<file path="src/rtl/core/hbdu_pkg.sv">
// ----------------------------------------------------------------------------
// hbdu_pkg
// Shared widths, coefficients and mu-law constants for the half-band
// decimator and mu-law encoder.
// ----------------------------------------------------------------------------
`default_nettype none

package hbdu_pkg;

	localparam int SAMPLE_W  = 16;
	localparam int ULAW_W    = 8;
	localparam int COEF_W    = 16;
	// worst-case |sum| is 32768 * sum(|coef|) < 2^31
	localparam int ACC_W     = 32;
	localparam int TAP_COUNT = 23;

	localparam int FRAC_BITS  = 15;
	localparam int ROUND_HALF = 1 << 14;
	localparam int MU_CLIP    = 32635;
	localparam int MU_BIAS    = 'h84;
	localparam int MU_MANT_W  = 4;
	localparam int MU_EXP_W   = 3;

	// Q15 half-band taps, symmetric about the center tap
	localparam logic signed [COEF_W-1:0] COEF_TABLE [TAP_COUNT] = '{
		-16'sd76,   16'sd0, 16'sd177,  16'sd0, -16'sd521,  16'sd0,
		16'sd1266,  16'sd0, -16'sd2932, 16'sd0, 16'sd10259,
		16'sd16422,
		16'sd10259, 16'sd0, -16'sd2932, 16'sd0, 16'sd1266,
		16'sd0, -16'sd521, 16'sd0, 16'sd177, 16'sd0, -16'sd76
	};

endpackage

`default_nettype wire

</file>
<file path="src/rtl/core/hbdu_sample_if.sv">
// ----------------------------------------------------------------------------
// hbdu_sample_if
// Valid/ready channel carrying one signed PCM sample per word.
// ----------------------------------------------------------------------------
`default_nettype none

interface hbdu_sample_if;
	import hbdu_pkg::*;

	logic                       valid;
	logic                       ready;
	logic signed [SAMPLE_W-1:0] sample;

	modport source (output valid, output sample, input ready);
	modport sink   (input valid, input sample, output ready);

endinterface

`default_nettype wire

</file>
<file path="src/rtl/core/hbdu_ulaw_if.sv">
// ----------------------------------------------------------------------------
// hbdu_ulaw_if
// Valid/ready channel carrying one mu-law code per word.
// ----------------------------------------------------------------------------
`default_nettype none

interface hbdu_ulaw_if;
	import hbdu_pkg::*;

	logic              valid;
	logic              ready;
	logic [ULAW_W-1:0] ulaw_byte;

	modport source (output valid, output ulaw_byte, input ready);
	modport sink   (input valid, input ulaw_byte, output ready);

endinterface

`default_nettype wire

</file>
<file path="src/rtl/core/hbdu_tap_cell.sv">
// ----------------------------------------------------------------------------
// hbdu_tap_cell
// One transposed-form FIR cell: multiplies the broadcast sample by its tap
// and adds the partial sum handed over from its upstream neighbor.
// ----------------------------------------------------------------------------
`default_nettype none

module hbdu_tap_cell #(
	parameter logic signed [hbdu_pkg::COEF_W-1:0] COEF = '0
) (
	input  wire logic                                 clk,
	input  wire logic                                 arst_n,
	input  wire logic                                 en,
	input  wire logic signed [hbdu_pkg::SAMPLE_W-1:0] x,
	input  wire logic signed [hbdu_pkg::ACC_W-1:0]    acc_in,
	output      logic signed [hbdu_pkg::ACC_W-1:0]    acc_q
);
	import hbdu_pkg::*;

	localparam int PROD_W = SAMPLE_W + COEF_W;

	logic signed [PROD_W-1:0] prod;

	assign prod = x * COEF;

	always_ff @(posedge clk or negedge arst_n) begin
		if (!arst_n) begin
			acc_q <= '0;
		end else if (en) begin
			acc_q <= acc_in + ACC_W'(prod);
		end
	end

endmodule

`default_nettype wire

</file>
<file path="src/rtl/core/hbdu_ulaw_enc.sv">
// ----------------------------------------------------------------------------
// hbdu_ulaw_enc
// Rounds and saturates the Q15 filter sum to 16 bits, then forms the
// complemented mu-law code.
// ----------------------------------------------------------------------------
`default_nettype none

module hbdu_ulaw_enc (
	input  wire logic signed [hbdu_pkg::ACC_W-1:0] acc,
	output      logic [hbdu_pkg::ULAW_W-1:0]       code
);
	import hbdu_pkg::*;

	localparam int RS_W  = ACC_W + 1 - FRAC_BITS;
	localparam int MAG_W = SAMPLE_W;
	localparam int BIA_W = SAMPLE_W - 1;
	localparam logic signed [RS_W-1:0] SAT_HI = RS_W'((1 << (SAMPLE_W - 1)) - 1);
	localparam logic signed [RS_W-1:0] SAT_LO = RS_W'(-(1 << (SAMPLE_W - 1)));
	// biased magnitude top bit lies in [7, 14]
	localparam int EXP_BASE = 7;

	logic signed [ACC_W:0]      rnd;
	logic signed [RS_W-1:0]     rs;
	logic signed [SAMPLE_W-1:0] pcm;
	logic                       neg;
	logic [MAG_W:0]             mag_full;
	logic [MAG_W-1:0]           mag;
	logic [BIA_W-1:0]           biased;
	logic [MU_EXP_W-1:0]        expo;
	logic [BIA_W-1:0]           shifted;
	logic [MU_MANT_W-1:0]       mant;

	always_comb begin
		rnd = {acc[ACC_W-1], acc} + (ACC_W + 1)'(ROUND_HALF);
		rs  = rnd[ACC_W:FRAC_BITS];
		if (rs > SAT_HI) begin
			pcm = SAMPLE_W'(SAT_HI);
		end else if (rs < SAT_LO) begin
			pcm = SAMPLE_W'(SAT_LO);
		end else begin
			pcm = rs[SAMPLE_W-1:0];
		end

		neg = pcm[SAMPLE_W-1];
		if (neg) begin
			mag_full = (MAG_W + 1)'(0) - {pcm[SAMPLE_W-1], pcm};
		end else begin
			mag_full = {1'b0, pcm};
		end
		mag = mag_full[MAG_W-1:0];
		if (mag > MAG_W'(MU_CLIP)) begin
			mag = MAG_W'(MU_CLIP);
		end
		biased = mag[BIA_W-1:0] + BIA_W'(MU_BIAS);

		// highest set bit wins
		expo = '0;
		for (int b = EXP_BASE; b < BIA_W; b++) begin
			if (biased[b]) begin
				expo = MU_EXP_W'(b - EXP_BASE);
			end
		end
		shifted = biased >> (expo + 4'd3);
		mant    = shifted[MU_MANT_W-1:0];
		code    = ~{neg, expo, mant};
	end

endmodule

`default_nettype wire

</file>
<file path="src/rtl/core/halfband_decimator_ulaw_encoder_core.sv">
// ----------------------------------------------------------------------------
// halfband_decimator_ulaw_encoder_core
// Half-band decimate-by-2 FIR as a chain of transposed-form tap cells,
// followed by a mu-law encoder and an output register.
// ----------------------------------------------------------------------------
// Path: the second sample of a pair is registered in the tap chain, and its code then in the output register.
// Throughput: one sample per cycle; a sample that completes a pair holds off
//   the next sample while the tap chain result moves to the output register,
//   and longer while that register is still full.
// Reset: arst_n clears the tap cell partial sums, the phase and all valids.
// ----------------------------------------------------------------------------
`default_nettype none

module halfband_decimator_ulaw_encoder_core (
	input  wire logic  clk,
	input  wire logic  arst_n,
	hbdu_sample_if.sink  samples,
	hbdu_ulaw_if.source  codes
);
	import hbdu_pkg::*;

	logic                    accept;
	logic                    phase_q;
	logic                    pend_s1;
	logic                    out_valid_q;
	logic [ULAW_W-1:0]       code_q;
	logic [ULAW_W-1:0]       enc_code;
	logic                    load_out;
	logic signed [ACC_W-1:0] part [TAP_COUNT];

	assign samples.ready = !pend_s1;
	assign accept        = samples.valid && samples.ready;
	assign load_out      = pend_s1 && (!out_valid_q || codes.ready);

	// cell k holds the partial sum of taps k..TAP_COUNT-1; cell 0 is the output
	for (genvar k = 0; k < TAP_COUNT; k++) begin : g_cell
		logic signed [ACC_W-1:0] acc_in;
		if (k == TAP_COUNT - 1) begin : g_last
			assign acc_in = '0;
		end else begin : g_mid
			assign acc_in = part[k+1];
		end
		hbdu_tap_cell #(
			.COEF(COEF_TABLE[TAP_COUNT-1-k])
		) u_cell (
			.clk    (clk),
			.arst_n (arst_n),
			.en     (accept),
			.x      (samples.sample),
			.acc_in (acc_in),
			.acc_q  (part[k])
		);
	end

	hbdu_ulaw_enc u_enc (
		.acc  (part[0]),
		.code (enc_code)
	);

	always_ff @(posedge clk or negedge arst_n) begin
		if (!arst_n) begin
			phase_q     <= 1'b0;
			pend_s1     <= 1'b0;
			out_valid_q <= 1'b0;
		end else begin
			if (accept) begin
				phase_q <= !phase_q;
			end
			// second sample of a pair: chain head now holds a filter word
			if (accept && phase_q) begin
				pend_s1 <= 1'b1;
			end else if (load_out) begin
				pend_s1 <= 1'b0;
			end
			if (load_out) begin
				out_valid_q <= 1'b1;
			end else if (codes.ready) begin
				out_valid_q <= 1'b0;
			end
		end
	end

	always_ff @(posedge clk) begin
		if (load_out) begin
			code_q <= enc_code;
		end
	end

	assign codes.valid     = out_valid_q;
	assign codes.ulaw_byte = code_q;

endmodule

`default_nettype wire
</file>
<file path="src/flat_wrapper.sv">
// flat-port wrapper written by rule: the top's interface ports become plain ports
module halfband_decimator_ulaw_encoder_core_flat import hbdu_pkg::*;
  (clk, arst_n, samples_valid, samples_sample, samples_ready, codes_valid, codes_ulaw_byte, codes_ready);
  hbdu_sample_if samples_i ();
  hbdu_ulaw_if codes_i ();
  input  wire logic clk;
  input  wire logic arst_n;
  input wire logic [$bits(samples_i.valid)-1:0] samples_valid;
  input wire logic [$bits(samples_i.sample)-1:0] samples_sample;
  output wire logic [$bits(samples_i.ready)-1:0] samples_ready;
  output wire logic [$bits(codes_i.valid)-1:0] codes_valid;
  output wire logic [$bits(codes_i.ulaw_byte)-1:0] codes_ulaw_byte;
  input wire logic [$bits(codes_i.ready)-1:0] codes_ready;
  assign samples_i.valid = samples_valid;
  assign samples_i.sample = samples_sample;
  assign samples_ready = samples_i.ready;
  assign codes_valid = codes_i.valid;
  assign codes_ulaw_byte = codes_i.ulaw_byte;
  assign codes_i.ready = codes_ready;
  halfband_decimator_ulaw_encoder_core u_core (.clk(clk), .arst_n(arst_n), .samples(samples_i), .codes(codes_i));
endmodule
</file>
<file path="config.mk">
export PLATFORM = sky130hd
export DESIGN_NAME = halfband_decimator_ulaw_encoder_core_flat
export DESIGN_NICKNAME = d
export VERILOG_FILES = /design/src/rtl/core/hbdu_pkg.sv /design/src/rtl/core/hbdu_sample_if.sv /design/src/rtl/core/hbdu_ulaw_if.sv /design/src/rtl/core/hbdu_tap_cell.sv /design/src/rtl/core/hbdu_ulaw_enc.sv /design/src/rtl/core/halfband_decimator_ulaw_encoder_core.sv /design/src/flat_wrapper.sv
export SDC_FILE = /design/constraint.sdc
export NUM_CORES = 2
export LEC_CHECK = 0
export ABC_CLOCK_PERIOD_IN_PS = 12520
export BUFFER_PORTS_ARGS = -buffer_cell sky130_fd_sc_hd__buf_2
export CORE_MARGIN = 10
export CORE_UTILIZATION = 28
export DETAILED_ROUTE_END_ITERATION = 10
export PLACE_DENSITY = 0.5
export SETUP_SLACK_MARGIN = 0.4
export SYNTH_ARGS = -nofsm -noshare
export SYNTH_HDL_FRONTEND = slang
export SYNTH_HIERARCHICAL = 1
export SYNTH_SLANG_ARGS = --single-unit
</file>
<file path="constraint.sdc">
create_clock -name clk -period 12.52 [get_ports clk]
set_input_delay 2.504 -clock clk [delete_from_list [all_inputs] [get_ports clk]]
set_output_delay 2.504 -clock clk [all_outputs]
set_load 0.05 [all_outputs]
</file>
==> results_dict.tcl <==
set metrics [dict create \
    cts_htree_levels 3 \
    critPathLaunchType "input port" \
    root_buffer "clkbuf_16" \
    syn_to_final_growth_pct 8.64 \
    grt_usage 0.131 \
    drt_iter0_markers 3238 \
    row_count 212 \
    hold_viol 0 \
    nNetsFinal 11900 \
    fin_util 0.306 \
    hold_end "u_core/g_cell[6].u_cell/acc_q[10]" \
    r2r_end "u_core/codes.ulaw_byte[1]" \
    drt-total-wl_um 236000 \
    yosysWarnings 6 \
    fmax_mhz 111 \
    port_buffers 29 \
    worstHoldPathCells 1 \
    drc 0 \
    hp-start "u_core/g_cell[6].u_cell/acc_q[10]" \
    crit_fanout 22 \
    maxSlewHeadroom 0.253 \
    core_um2 334000 \
    fp.dieW_um 600 \
    critPathArrivalTime_ns 9.62 \
    syn_area_um2 94200 \
    drv_cap 0 \
    overflow 0 \
    cts_tree "yes" \
    synthCells 9560 \
    status "completed" \
    drive_gt1_frac 0.108 \
    r2r_start "u_core/g_cell[0].u_cell/acc_q[15]" \
    ff2ff_path_depth 24 \
    post-route-period-util 0.720 \
    path_clk_slew_ns 0.06 \
    mostFrequentLayoutCells "inv_1 (1806), ha_1 (1518), fa_1 (783)" \
    post-dp-hpwl_um 185000 \
    dieArea_um2 360000 \
    clk-insertion-delay-late_ns 0.76 \
    clockBufferDepth 3 \
    vias 65300 \
    grt_max_degree 131 \
    cts_setup_buffers 0 \
    vias_per_cell 4.64 \
    drv_slew 0 \
    initial_core_util 0.282 \
    r2r_setup_slack_ns 4.65 \
    finalClockSkew_ns 0.0570 \
    ioPinCount 30 \
    die_h_um 600 \
    cts_buffers 95 \
    synth.avg_cell_area_um2 9.85 \
    antenna_found_initial 4 \
    post_drt_wl_per_cell_um 16.8 \
    endpoint_kind "flop" \
    grt_pass1_wl_um 383000 \
    worstMarginPinSlew_ns 1.11 \
    drtPass1Iterations 6 \
    hold_class "reg -> reg" \
    hold_buffers 0 \
    grt_pass1_vias 67800 \
    final.setup.tns_ns 0 \
    crit_type "in -> reg" \
    whs_ns 0.477 \
    ant_nets 0 \
    final_common_cell "inv_1" \
    setup_viol 0 \
    grt_setup_unrepaired "no" \
    post_cts_resized 0 \
    critPathRequiredTime_ns 13.13 \
    period_needed_ns 9.01 \
    routabilityCongestion 0.844 \
    cts_sinks 729 \
]
[critical path, cell delays in order]
cell and delay, ns:
buf_4 0.47, buf_4 0.44, ha_1 0.32, fa_1 0.48
inv_1 0.05, fa_1 0.53, inv_1 0.05, fa_1 0.48
inv_1 0.05, fa_1 0.36, inv_1 0.07, ha_1 0.28
a2111oi_0 0.53, o21ai_2 0.15, a31oi_1 0.30, o31a_1 0.26
nand2b_1 0.15, o21ai_0 0.10, a21oi_1 0.19, xnor2_1 0.09
ha_1 0.41, a21o_1 0.14, a21oi_1 0.05, o21ai_0 0.29
mux2i_1 0.12, a21o_1 0.19, o2111ai_1 0.18, or3b_1 0.35
[per-layer routing]
| metal | share of wire | wire length [µm] | vias to the layer above | global-route usage |
|---|---|---|---|---|
| met3 | 0.029 | 6730 | 278 | 0.0142 |
| li1 | - | - | 32500 | - |
| met5 | 0 | 0 | - | 0 |
| met1 | 0.48 | 114000 | 31700 | 0.182 |
| met4 | 0.026 | 6090 | 0 | 0.0317 |
| met2 | 0.46 | 109000 | 799 | 0.218 |
[how the worst max path moves through the flow]
stage	startpoint	endpoint	slack, ns	cells after the start
6_report	samples_sample[6]	u_core/g_cell[6].u_cell/acc_q[31]	3.51	28
5_1_grt	samples_sample[6]	u_core/g_cell[6].u_cell/acc_q[31]	2.90	28
4_1_cts	samples_sample[6]	u_core/g_cell[6].u_cell/acc_q[31]	3.58	28
3_5_place_dp	samples_sample[6]	u_core/g_cell[6].u_cell/acc_q[31]	2.77	27
3_3_place_gp	samples_sample[6]	u_core/g_cell[6].u_cell/acc_q[31]	2.76	27
2_1_floorplan	samples_sample[6]	u_core/g_cell[16].u_cell/acc_q[23]	3.93	29
[sequential cells by signal (all words and copies together), names as in the netlist]
| register | cells |
|---|---|
| u_core/codes.ulaw_byte | 8 |
| u_core/codes.valid | 1 |
| u_core/g_cell.u_cell/acc_q | 718 |
| u_core/pend_s1 | 1 |
| u_core/phase_q | 1 |
[cell type report]
| cell class | instances | area (µm²) |
|---|---|---|
| antenna | 7 | 17.5 |
| clock buffer | 125 | 2630 |
| clock inverter | 53 | 617 |
| fill | 35100 | 232000 |
| inverter | 1811 | 6800 |
| multi-input combinational | 6838 | 67700 |
| sequential | 729 | 18300 |
| tap | 4387 | 5490 |
| timing repair buffer | 103 | 821 |
[through the flow]
step	instance area, µm²	cells	setup WS (ns)
finish	102000	14100	3.51
floorplan	94300	9594	3.93
global placement	99100	13900	2.76
global route	102000	14000	2.90
detailed placement	99100	13900	2.77
CTS	102000	14000	3.58
Power is not shown: default switching activity piles up to over one toggle a cycle in this logic, so the estimate is an artifact.
